===== src/rtl/crcfr_pkg.sv =====
`default_nettype none
package crcfr_pkg;

  // register indexes on the config port
  localparam int unsigned CFG_IDX_W = 2;
  typedef logic [CFG_IDX_W-1:0] cfg_idx_t;
  localparam cfg_idx_t CFG_EXPECTED_CODE = 2'd0;
  localparam cfg_idx_t CFG_NORMAL_ID     = 2'd1;
  localparam cfg_idx_t CFG_STATUS_ID     = 2'd2;
  localparam cfg_idx_t CFG_NACK_CODE     = 2'd3;

  // register reset values
  localparam logic [7:0] RST_EXPECTED_CODE = 8'd0;
  localparam logic [7:0] RST_NORMAL_ID     = 8'd83;
  localparam logic [7:0] RST_STATUS_ID     = 8'd82;
  localparam logic [7:0] RST_NACK_CODE     = 8'd0;

  // end-of-frame status codes
  typedef logic [2:0] status_t;
  localparam status_t ST_OK    = 3'd0;
  localparam status_t ST_CRC   = 3'd1;
  localparam status_t ST_NACK  = 3'd2;
  localparam status_t ST_WRONG = 3'd3;
  localparam status_t ST_LEN   = 3'd4;

  // result kinds
  localparam logic KIND_PAYLOAD = 1'b0;
  localparam logic KIND_STATUS  = 1'b1;

  // commands from the front end to the back end
  typedef logic [3:0] op_code_t;
  localparam op_code_t OP_START   = 4'd0;  // data holds frame length
  localparam op_code_t OP_DATA    = 4'd1;  // crc update only
  localparam op_code_t OP_PASS    = 4'd2;  // crc update and pass byte out
  localparam op_code_t OP_CRCH    = 4'd3;  // latch received crc high byte
  localparam op_code_t OP_CHECK   = 4'd4;  // data is crc low byte, compare
  localparam op_code_t OP_STAT_OK = 4'd5;  // status frame swallowed
  localparam op_code_t OP_NACK    = 4'd6;
  localparam op_code_t OP_WRONG   = 4'd7;
  localparam op_code_t OP_LEN_ERR = 4'd8;

  typedef struct packed {
    op_code_t   op;
    logic [7:0] data;
  } op_t;

  // queue between front and back
  localparam int unsigned Q_DEPTH = 2;

  localparam logic [15:0] CRC_POLY = 16'h1021;

  // CRC-16/XMODEM, one byte, msb first
  function automatic logic [15:0] crc16_step(input logic [15:0] crc_in,
                                             input logic [7:0]  b);
    logic [15:0] c;
    c = crc_in ^ {b, 8'h00};
    for (int i = 0; i < 8; i++) begin
      if (c[15]) begin
        c = {c[14:0], 1'b0} ^ CRC_POLY;
      end else begin
        c = {c[14:0], 1'b0};
      end
    end
    return c;
  endfunction

endpackage
`default_nettype wire


===== src/rtl/crcfr_in_if.sv =====
`default_nettype none
interface crcfr_in_if;
  logic       valid;
  logic       ready;
  logic [7:0] rx_byte;

  modport source (output valid, output rx_byte, input ready);
  modport sink   (input valid, input rx_byte, output ready);
endinterface
`default_nettype wire


===== src/rtl/crcfr_out_if.sv =====
`default_nettype none
interface crcfr_out_if;
  logic       valid;
  logic       ready;
  logic       kind;
  logic [7:0] payload_byte;
  logic [2:0] status;
  logic [5:0] content_length;
  logic       was_status_frame;

  modport source (output valid, output kind, output payload_byte, output status,
                  output content_length, output was_status_frame, input ready);
  modport sink   (input valid, input kind, input payload_byte, input status,
                  input content_length, input was_status_frame, output ready);
endinterface
`default_nettype wire


===== src/rtl/crcfr_cfg_if.sv =====
`default_nettype none
interface crcfr_cfg_if;
  logic       valid;
  logic       ready;
  logic [1:0] index;
  logic [7:0] data;

  modport source (output valid, output index, output data, input ready);
  modport sink   (input valid, input index, input data, output ready);
endinterface
`default_nettype wire


===== src/rtl/crcfr_front.sv =====
`default_nettype none
module crcfr_front #(
  parameter int unsigned MAX_CONTENT = 62
) (
  input  wire logic        clk,
  input  wire logic        rst,
  crcfr_in_if.sink         rx,
  crcfr_cfg_if.sink        cfg,
  output crcfr_pkg::op_t   push_item,
  output logic             push_valid,
  input  wire logic        push_ready
);
  import crcfr_pkg::*;

  localparam int unsigned LEN_W = $clog2(MAX_CONTENT + 1);
  localparam logic [7:0]  MAX_B = 8'(MAX_CONTENT);

  localparam logic [2:0] PH_IDLE = 3'd0;
  localparam logic [2:0] PH_LEN  = 3'd1;
  localparam logic [2:0] PH_DATA = 3'd2;
  localparam logic [2:0] PH_CRCH = 3'd3;
  localparam logic [2:0] PH_CRCL = 3'd4;

  logic [7:0] expected_code, normal_id, status_id, nack_code;

  logic [2:0]       phase, phase_next;
  logic             frame_is_status, frame_is_status_next;
  logic             first, first_next;
  logic [LEN_W-1:0] bytes_left, bytes_left_next;
  logic [7:0]       code_byte, code_byte_next;

  logic       accept;
  logic [7:0] b;
  logic       has_op;
  op_t        op_next;

  assign rx.ready  = push_ready;
  assign cfg.ready = 1'b1;
  assign accept    = rx.valid && rx.ready;
  assign b         = rx.rx_byte;

  always_ff @(posedge clk) begin
    if (rst) begin
      expected_code <= RST_EXPECTED_CODE;
      normal_id     <= RST_NORMAL_ID;
      status_id     <= RST_STATUS_ID;
      nack_code     <= RST_NACK_CODE;
    end else if (cfg.valid) begin
      unique case (cfg.index)
        CFG_EXPECTED_CODE: expected_code <= cfg.data;
        CFG_NORMAL_ID:     normal_id     <= cfg.data;
        CFG_STATUS_ID:     status_id     <= cfg.data;
        CFG_NACK_CODE:     nack_code     <= cfg.data;
        default: ;
      endcase
    end
  end

  always_comb begin
    phase_next           = phase;
    frame_is_status_next = frame_is_status;
    first_next           = first;
    bytes_left_next      = bytes_left;
    code_byte_next       = code_byte;
    has_op               = 1'b0;
    op_next.op           = OP_DATA;
    op_next.data         = b;
    unique case (phase)
      PH_IDLE: begin
        if (b == normal_id) begin
          frame_is_status_next = 1'b0;
          phase_next           = PH_LEN;
        end else if (b == status_id) begin
          frame_is_status_next = 1'b1;
          phase_next           = PH_LEN;
        end else begin
          has_op     = 1'b1;
          op_next.op = OP_WRONG;
        end
      end
      PH_LEN: begin
        has_op = 1'b1;
        if (b == 8'd0 || b > MAX_B) begin
          op_next.op = OP_LEN_ERR;
          phase_next = PH_IDLE;
        end else begin
          op_next.op      = OP_START;
          bytes_left_next = b[LEN_W-1:0];
          first_next      = 1'b1;
          code_byte_next  = 8'd0;
          phase_next      = PH_DATA;
        end
      end
      PH_DATA: begin
        has_op     = 1'b1;
        first_next = 1'b0;
        if (first) begin
          code_byte_next = b;
          op_next.op     = OP_DATA;
        end else if (!frame_is_status && code_byte == expected_code) begin
          op_next.op = OP_PASS;
        end else begin
          op_next.op = OP_DATA;
        end
        bytes_left_next = bytes_left - LEN_W'(1);
        if (bytes_left == LEN_W'(1)) begin
          phase_next = PH_CRCH;
        end
      end
      PH_CRCH: begin
        has_op     = 1'b1;
        op_next.op = OP_CRCH;
        phase_next = PH_CRCL;
      end
      PH_CRCL: begin
        has_op     = 1'b1;
        phase_next = PH_IDLE;
        if (frame_is_status) begin
          op_next.op = OP_STAT_OK;
        end else if (code_byte == expected_code) begin
          op_next.op = OP_CHECK;
        end else if (code_byte == nack_code) begin
          op_next.op = OP_NACK;
        end else begin
          op_next.op = OP_WRONG;
        end
      end
      default: begin
        phase_next = PH_IDLE;
      end
    endcase
  end

  assign push_valid = accept && has_op;
  assign push_item  = op_next;

  always_ff @(posedge clk) begin
    if (rst) begin
      phase           <= PH_IDLE;
      frame_is_status <= 1'b0;
      first           <= 1'b0;
      bytes_left      <= '0;
      code_byte       <= 8'd0;
    end else if (accept) begin
      phase           <= phase_next;
      frame_is_status <= frame_is_status_next;
      first           <= first_next;
      bytes_left      <= bytes_left_next;
      code_byte       <= code_byte_next;
    end
  end

  // a byte is only taken when the queue has room for its command
  a_no_push_overflow: assert property (@(posedge clk) disable iff (rst)
    push_valid |-> push_ready)
    else $error("front pushed into a full queue");

  // data phase always has a content byte still to come
  a_data_count: assert property (@(posedge clk) disable iff (rst)
    phase == PH_DATA |-> bytes_left != '0)
    else $error("data phase with zero bytes left");

  // a zero length byte always reports a length error
  a_zero_len: assert property (@(posedge clk) disable iff (rst)
    accept && phase == PH_LEN && b == 8'd0 |-> push_valid && push_item.op == OP_LEN_ERR)
    else $error("zero length not reported");

endmodule
`default_nettype wire


===== src/rtl/crcfr_queue.sv =====
`default_nettype none
module crcfr_queue (
  input  wire logic            clk,
  input  wire logic            rst,
  input  crcfr_pkg::op_t       push_item,
  input  wire logic            push_valid,
  output logic                 push_ready,
  output crcfr_pkg::op_t       pop_item,
  output logic                 pop_valid,
  input  wire logic            pop_ready
);
  import crcfr_pkg::*;

  localparam int unsigned PTR_W = $clog2(Q_DEPTH);
  localparam int unsigned CNT_W = $clog2(Q_DEPTH + 1);

  op_t              mem [Q_DEPTH];
  logic [PTR_W-1:0] wr_ptr, rd_ptr;
  logic [CNT_W-1:0] count;
  logic             do_push, do_pop;

  assign push_ready = count != CNT_W'(Q_DEPTH);
  assign pop_valid  = count != '0;
  assign pop_item   = mem[rd_ptr];
  assign do_push    = push_valid && push_ready;
  assign do_pop     = pop_valid && pop_ready;

  always_ff @(posedge clk) begin
    if (do_push) begin
      mem[wr_ptr] <= push_item;
    end
  end

  always_ff @(posedge clk) begin
    if (rst) begin
      wr_ptr <= '0;
      rd_ptr <= '0;
      count  <= '0;
    end else begin
      if (do_push) begin
        wr_ptr <= (wr_ptr == PTR_W'(Q_DEPTH - 1)) ? '0 : wr_ptr + PTR_W'(1);
      end
      if (do_pop) begin
        rd_ptr <= (rd_ptr == PTR_W'(Q_DEPTH - 1)) ? '0 : rd_ptr + PTR_W'(1);
      end
      if (do_push && !do_pop) begin
        count <= count + CNT_W'(1);
      end else if (do_pop && !do_push) begin
        count <= count - CNT_W'(1);
      end
    end
  end

  a_count_bound: assert property (@(posedge clk) disable iff (rst)
    count <= CNT_W'(Q_DEPTH))
    else $error("queue count out of range");

  a_ptr_gap: assert property (@(posedge clk) disable iff (rst)
    count == '0 |-> wr_ptr == rd_ptr)
    else $error("empty queue with pointers apart");

  a_single_push_fill: assert property (@(posedge clk) disable iff (rst)
    do_push && !do_pop |=> count == $past(count) + CNT_W'(1))
    else $error("push not counted");

endmodule
`default_nettype wire


===== src/rtl/crcfr_back.sv =====
`default_nettype none
module crcfr_back (
  input  wire logic        clk,
  input  wire logic        rst,
  input  crcfr_pkg::op_t   pop_item,
  input  wire logic        pop_valid,
  output logic             pop_ready,
  crcfr_out_if.source      tx
);
  import crcfr_pkg::*;

  logic [15:0] running_crc;
  logic [7:0]  crc_high_byte;
  logic [5:0]  frame_length;

  logic        out_valid;
  logic        out_kind;
  logic [7:0]  out_payload;
  status_t     out_status;
  logic [5:0]  out_len;
  logic        out_wsf;

  logic        do_pop;
  logic        emit;
  logic        e_kind;
  logic [7:0]  e_payload;
  status_t     e_status;
  logic [5:0]  e_len;
  logic        e_wsf;

  assign pop_ready = !out_valid || tx.ready;
  assign do_pop    = pop_valid && pop_ready;

  always_comb begin
    emit      = 1'b0;
    e_kind    = KIND_STATUS;
    e_payload = 8'd0;
    e_status  = ST_OK;
    e_len     = 6'd0;
    e_wsf     = 1'b0;
    unique case (pop_item.op)
      OP_PASS: begin
        emit      = 1'b1;
        e_kind    = KIND_PAYLOAD;
        e_payload = pop_item.data;
      end
      OP_CHECK: begin
        emit = 1'b1;
        if ({crc_high_byte, pop_item.data} != running_crc) begin
          e_status = ST_CRC;
        end else begin
          e_len = frame_length;
        end
      end
      OP_STAT_OK: begin
        emit  = 1'b1;
        e_wsf = 1'b1;
      end
      OP_NACK: begin
        emit     = 1'b1;
        e_status = ST_NACK;
      end
      OP_WRONG: begin
        emit     = 1'b1;
        e_status = ST_WRONG;
      end
      OP_LEN_ERR: begin
        emit     = 1'b1;
        e_status = ST_LEN;
      end
      default: ;
    endcase
  end

  always_ff @(posedge clk) begin
    if (do_pop) begin
      unique case (pop_item.op)
        OP_START: begin
          running_crc  <= 16'd0;
          frame_length <= pop_item.data[5:0];
        end
        OP_DATA, OP_PASS: begin
          running_crc <= crc16_step(running_crc, pop_item.data);
        end
        OP_CRCH: begin
          crc_high_byte <= pop_item.data;
        end
        default: ;
      endcase
    end
  end

  always_ff @(posedge clk) begin
    if (rst) begin
      out_valid <= 1'b0;
    end else if (do_pop && emit) begin
      out_valid <= 1'b1;
    end else if (tx.ready) begin
      out_valid <= 1'b0;
    end
  end

  always_ff @(posedge clk) begin
    if (do_pop && emit) begin
      out_kind    <= e_kind;
      out_payload <= e_payload;
      out_status  <= e_status;
      out_len     <= e_len;
      out_wsf     <= e_wsf;
    end
  end

  assign tx.valid            = out_valid;
  assign tx.kind             = out_kind;
  assign tx.payload_byte     = out_payload;
  assign tx.status           = out_status;
  assign tx.content_length   = out_len;
  assign tx.was_status_frame = out_wsf;

  // a pass command always shows up as a payload result next cycle
  a_pass_emits: assert property (@(posedge clk) disable iff (rst)
    do_pop && pop_item.op == OP_PASS |=> out_valid && out_kind == KIND_PAYLOAD)
    else $error("pass command lost");

  // a result held back by the sink is never overwritten
  a_no_overwrite: assert property (@(posedge clk) disable iff (rst)
    out_valid && !tx.ready |-> !do_pop)
    else $error("command popped over a stalled result");

  // a stalled result stays valid and unchanged
  a_hold_result: assert property (@(posedge clk) disable iff (rst)
    out_valid && !tx.ready |=> out_valid &&
      $stable({out_kind, out_payload, out_status, out_len, out_wsf}))
    else $error("stalled result changed");

endmodule
`default_nettype wire


===== src/rtl/crc16_frame_receiver.sv =====
`default_nettype none
// Frame receiver: id, length, content, CRC-16/XMODEM (big-endian) over content.
// Throughput: one byte per cycle while the result side keeps up.
// A byte's command passes through the command queue, then the registered
//   result stage, before its result shows at tx.
// Reset (rst, synchronous, active high) empties the queue and output stage,
//   returns to idle and loads register defaults (normal id 83, status id 82).
module crc16_frame_receiver #(
  parameter int unsigned MAX_CONTENT = 62
) (
  input  wire logic  clk,
  input  wire logic  rst,
  crcfr_in_if.sink   rx,
  crcfr_cfg_if.sink  cfg,
  crcfr_out_if.source tx
);
  import crcfr_pkg::*;

  // Front end: phase tracking, id/length/code classification against the
  // config registers as they stand when each byte arrives. Produces at most
  // one command per byte.
  op_t  push_item;
  logic push_valid;
  logic push_ready;

  // Back end side of the two-entry command queue.
  op_t  pop_item;
  logic pop_valid;
  logic pop_ready;

  crcfr_front #(
    .MAX_CONTENT (MAX_CONTENT)
  ) u_front (
    .clk        (clk),
    .rst        (rst),
    .rx         (rx),
    .cfg        (cfg),
    .push_item  (push_item),
    .push_valid (push_valid),
    .push_ready (push_ready)
  );

  // Queue lets the input keep flowing for a couple of bytes while the
  // result sink stalls; rx.ready drops only when it is full.
  crcfr_queue u_queue (
    .clk        (clk),
    .rst        (rst),
    .push_item  (push_item),
    .push_valid (push_valid),
    .push_ready (push_ready),
    .pop_item   (pop_item),
    .pop_valid  (pop_valid),
    .pop_ready  (pop_ready)
  );

  // Back end: running CRC (one byte per cycle while the result stage is not
  // stalled), received CRC compare and the registered result stage.
  crcfr_back u_back (
    .clk       (clk),
    .rst       (rst),
    .pop_item  (pop_item),
    .pop_valid (pop_valid),
    .pop_ready (pop_ready),
    .tx        (tx)
  );

  // nothing reaches the result port without a command having entered
  a_queue_fed: assert property (@(posedge clk) disable iff (rst)
    pop_valid && !$past(pop_valid) |-> $past(push_valid))
    else $error("queue became non-empty without a push");

  // input backpressure comes only from a full queue
  a_ready_track: assert property (@(posedge clk) disable iff (rst)
    rx.ready == push_ready)
    else $error("input ready does not follow queue room");

  // a fresh result is always preceded by a popped command
  a_result_source: assert property (@(posedge clk) disable iff (rst)
    $rose(tx.valid) |-> $past(pop_valid && pop_ready))
    else $error("result without a command");

endmodule
`default_nettype wire


===== src/flat_wrapper.sv =====
// flat-port wrapper written by rule: the top's interface ports become plain ports
module crc16_frame_receiver_flat import crcfr_pkg::*;
#(
  parameter int unsigned MAX_CONTENT = 62
)
  (clk, rst, rx_valid, rx_rx_byte, rx_ready, cfg_valid, cfg_index, cfg_data, cfg_ready, tx_valid, tx_kind, tx_payload_byte, tx_status, tx_content_length, tx_was_status_frame, tx_ready);
  crcfr_in_if rx_i ();
  crcfr_cfg_if cfg_i ();
  crcfr_out_if tx_i ();
  input  wire logic clk;
  input  wire logic rst;
  input wire logic [$bits(rx_i.valid)-1:0] rx_valid;
  input wire logic [$bits(rx_i.rx_byte)-1:0] rx_rx_byte;
  output wire logic [$bits(rx_i.ready)-1:0] rx_ready;
  input wire logic [$bits(cfg_i.valid)-1:0] cfg_valid;
  input wire logic [$bits(cfg_i.index)-1:0] cfg_index;
  input wire logic [$bits(cfg_i.data)-1:0] cfg_data;
  output wire logic [$bits(cfg_i.ready)-1:0] cfg_ready;
  output wire logic [$bits(tx_i.valid)-1:0] tx_valid;
  output wire logic [$bits(tx_i.kind)-1:0] tx_kind;
  output wire logic [$bits(tx_i.payload_byte)-1:0] tx_payload_byte;
  output wire logic [$bits(tx_i.status)-1:0] tx_status;
  output wire logic [$bits(tx_i.content_length)-1:0] tx_content_length;
  output wire logic [$bits(tx_i.was_status_frame)-1:0] tx_was_status_frame;
  input wire logic [$bits(tx_i.ready)-1:0] tx_ready;
  assign rx_i.valid = rx_valid;
  assign rx_i.rx_byte = rx_rx_byte;
  assign rx_ready = rx_i.ready;
  assign cfg_i.valid = cfg_valid;
  assign cfg_i.index = cfg_index;
  assign cfg_i.data = cfg_data;
  assign cfg_ready = cfg_i.ready;
  assign tx_valid = tx_i.valid;
  assign tx_kind = tx_i.kind;
  assign tx_payload_byte = tx_i.payload_byte;
  assign tx_status = tx_i.status;
  assign tx_content_length = tx_i.content_length;
  assign tx_was_status_frame = tx_i.was_status_frame;
  assign tx_i.ready = tx_ready;
  crc16_frame_receiver #(.MAX_CONTENT(MAX_CONTENT)) u_core (.clk(clk), .rst(rst), .rx(rx_i), .cfg(cfg_i), .tx(tx_i));
endmodule

===== config.mk =====
export PLATFORM = sky130hd
export DESIGN_NAME = crc16_frame_receiver_flat
export DESIGN_NICKNAME = d
export VERILOG_FILES = /design/src/rtl/crcfr_pkg.sv /design/src/rtl/crcfr_in_if.sv /design/src/rtl/crcfr_out_if.sv /design/src/rtl/crcfr_cfg_if.sv /design/src/rtl/crcfr_front.sv /design/src/rtl/crcfr_queue.sv /design/src/rtl/crcfr_back.sv /design/src/rtl/crc16_frame_receiver.sv /design/src/flat_wrapper.sv
export SDC_FILE = /design/constraint.sdc
export NUM_CORES = 1
export LEC_CHECK = 0
export BUFFER_PORTS_ARGS = -buffer_cell sky130_fd_sc_hd__buf_2
export CAP_MARGIN = 30
export CORE_ASPECT_RATIO = 1.5
export CORE_MARGIN = 2
export CORE_UTILIZATION = 44
export CTS_BUF_LIST = sky130_fd_sc_hd__clkbuf_4 sky130_fd_sc_hd__clkbuf_8
export DETAILED_ROUTE_END_ITERATION = 10
export MAX_ROUTING_LAYER = met4
export PLACE_DENSITY = 0.66
export RECOVER_POWER = 25
export SYNTH_ARGS = -nofsm -noshare
export SYNTH_HDL_FRONTEND = slang
export SYNTH_HIERARCHICAL = 1
export SYNTH_SLANG_ARGS = --single-unit

===== constraint.sdc =====
create_clock -name clk -period 4.35 [get_ports clk]
set_clock_uncertainty 0.2 [all_clocks]
set_input_delay 0.435 -clock clk [delete_from_list [all_inputs] [get_ports clk]]
set_output_delay 0.435 -clock clk [all_outputs]
set_load 0.005 [all_outputs]

==> metrics <==
post-synthesis mux area share 0.0647; count leader, synth edfxtp_1; GPL Wtd Cong 0.834; total gr overflow 0; DR iter-0 viols 162; fmax 0.322 GHz; main combinational cell family by area after synthesis simple AND/OR/NAND/NOR gates; final setup TNS 0 ns; CTS tree done; largest net degree at the start of global routing 43; worst hold slack 0.0959 ns; layout cell share with drive strength beyond 1 0.180; sw power 938 uW; vias in the first global route about 4000; crit path max-delay cell type clkbuf_1; CP startpoint rst; most instantiated cells after synthesis edfxtp_1, dfxtp_1, nor2_1, xnor2_1, nand2_1; CTS buffer count 17; Slew @ Worst Pin approximately 1.9 ns; HPWL after detailed placement 8.66 mm; Post-Syn Area about 6000 um2; die area 14500 um2; DR vias 3788; Mapped Avg Cell Area 11.5 um2; WHS Path Cells 3; WL per Instance 16.0 um; combinational share of power 0.229; Crit. End Element register; residual DRC count 0; row count 52; CTS sink cnt 130; Syn. warnings 6; Final Hold Violating Endpoints 0; Starting Density 0.447; setup violators final 0; post-synthesis xor/xnor area fraction 0.109; first-pass GRT wire length between 15 and 20 mm; run status finished with violations; Synth Area in Adders 0.00630; Slew Viols, Final 43; worst-path fanout max between 40 and 50; post-synthesis cell type count slightly above 60; Post-CTS Hold Buffers 0; crit path time final 3.10 ns; die width 99.0 um; Tcrit/Tclk final 0.713; clock network power share 0.303; clk root buf clkbuf_8; Seq/Total Area, Yosys 0.559; normalized max-slew margin -0.269; initial antenna violation count 0; Resized Gates After CTS 0; R2R depth 4; CP max stage delay 1.35 ns; Mapped Nets 545; Synth async-reset ratio 0; pwr/cell area 505 nW/um2; sw frac 0.281; Synth area leader edfxtp_1; Simple-Gate Fraction of Synth Area 0.156; I/O Pins 45; Routed Antenna Nets 0; top area cells in the synthesized netlist edfxtp_1, dfxtp_1, xnor2_1; Buf/Inv on CP 3; Layout area overhead 10.8%; maximum VDD drop approximately 0.37 mV; Skew-Pair Late Insertion Delay 0.42 ns; Yosys top cell area share 0.368; ys flop type edfxtp_1; Post-synth EDFFs 73; # Post-CTS Setup Buffers 0; DR pass1 iterations 4; failing checks capacitance limit, slew limit; CP Launch Type input pin; Total GRT Usage 0.175; nets 580; flops & latches, synth between 100 and 150; Vias/cell between 5 and 6; Reg clk slew, reported paths 0.07 ns; hold_sp cfg_data[3]; Pint ~2400 uW; Min-Delay Path Class in -> reg; Routed WL 11.7 mm; LEAKAGE 0.00251 uW; CP required 4.46 ns; Placeable Area approximately 13000 um2; # H-tree levels 4; Crit path max-delay family buffers and inverters; Setup CP Type in -> reg; Max-cap violations 1; I/O Buffers 43; Flop pwr share 0.468; CTS Buffer Depth 2; critical path, cell by cell buf_2 > clkbuf_1 > inv_1 > and3_1 > a22o_2; Crit. path cell count 5; Antenna Diode Count 0; Data arrival, critical path 3.21 ns; RSZ-0062 raised after global routing false; Mapped Cells roughly 520; Synth Area in Compound Gates 0.0670; Die H approximately 150 um
-- registers in the layout, summed over array words and instances (netlist names), 2 cells and up, named ones only --
name	count
u_core/u_queue/mem	24
u_core/u_back/running_crc	16
u_core/u_back/crc_high_byte	8
u_core/u_back/tx.payload_byte	8
u_core/u_front/code_byte	8
u_core/u_front/expected_code	8
u_core/u_front/nack_code	8
u_core/u_front/normal_id	8
u_core/u_front/status_id	8
u_core/u_back/frame_length	6
u_core/u_back/tx.content_length	6
u_core/u_front/bytes_left	6
u_core/u_back/tx.status	3
u_core/u_front/phase	3
u_core/u_queue/count	2
-- layout by cell type (no fill, tap or decap), types with 3 or more instances in the layout --
cell,count
edfxtp_1,73
dfxtp_1,57
nor2_1,55
xnor2_1,40
nand2_1,36
xor2_1,32
buf_2,30
mux2i_1,25
a21oi_1,21
clkbuf_8,20
clkbuf_1,15
inv_1,13
and2_1,13
mux2_2,12
nand3_1,11
nor3_1,10
a22o_2,8
nand4_1,7
o21ai_0,7
clkbuf_4,6
and3_1,6
nor2b_1,5
or2_2,5
nand2b_1,4
nor4_2,4
clkinv_2,3
nand3b_1,3
ha_1,3
-- final timing paths --
kind | endpoint | slack (ns)
worst min register to register | u_core/u_front/first | 0.26
worst min-delay path | u_core/u_front/normal_id[3] | 0.1
worst max register to register | u_core/u_back/tx.content_length[2] | 1.52
worst max-delay path | u_core/u_front/code_byte[1] | 1.25
-- through the flow --
stage	setup WS [ns]	cells	utilization	area, um2	power (uW)
global placement	1.59	697	0.467	6220	2340
CTS	1.46	729	0.497	6630	3380
detailed placement	1.49	697	0.467	6220	2360
global route	0.944	729	0.495	6600	3520
floorplan	1.72	519	-	5960	2160
finish	1.25	729	0.495	6600	3330
-- routing by layer --
| metal | part of all wire | track usage | vias to the layer above |
|---|---|---|---|
| met4 | 0.042 | 0.0890 | 0 |
| li1 | - | - | 1873 |
| met2 | 0.53 | 0.297 | 76 |
| met1 | 0.40 | 0.187 | 1812 |
| met3 | 0.036 | 0.0421 | 27 |
| met5 | 0 | - | - |
-- kinds of logic after synthesis --
| group | after synthesis |
|---|---|
| AO/OA/AOI/OAI | 56 |
| XOR/XNOR | 73 |
| adder cells (fa/ha/maj) | 3 |
| buffers and inverters | 43 |
| flip-flops | 130 |
| multiplexers | 37 |
| other | 1 |
| AND/OR/NAND/NOR | 176 |
-- layout make-up --
cell class	count	area, um2
repair buffers	46	214
well taps	162	203
fillers	1183	6730
clock buffers	26	320
flip-flops and latches	130	3330
clock inverters	6	82.6
inverters	13	48.8
multi-input cells	346	2400
-- worst min-delay path, stage by stage --
cell	delay, ns
buf_2	0.13
nand2_1	0.06
a21oi_1	0.05
-- power groups by stage --
stage | Sequential, uW | Combinational, uW | Clock, uW
after CTS | 1560 | 780 | 1040
after detailed placement | 1590 | 772 | 0
after floorplan | 1570 | 591 | 0
after global placement | 1580 | 757 | 0
final | 1560 | 764 | 1010
after global routing | 1570 | 850 | 1090
Power figures use the tool's default switching activity.
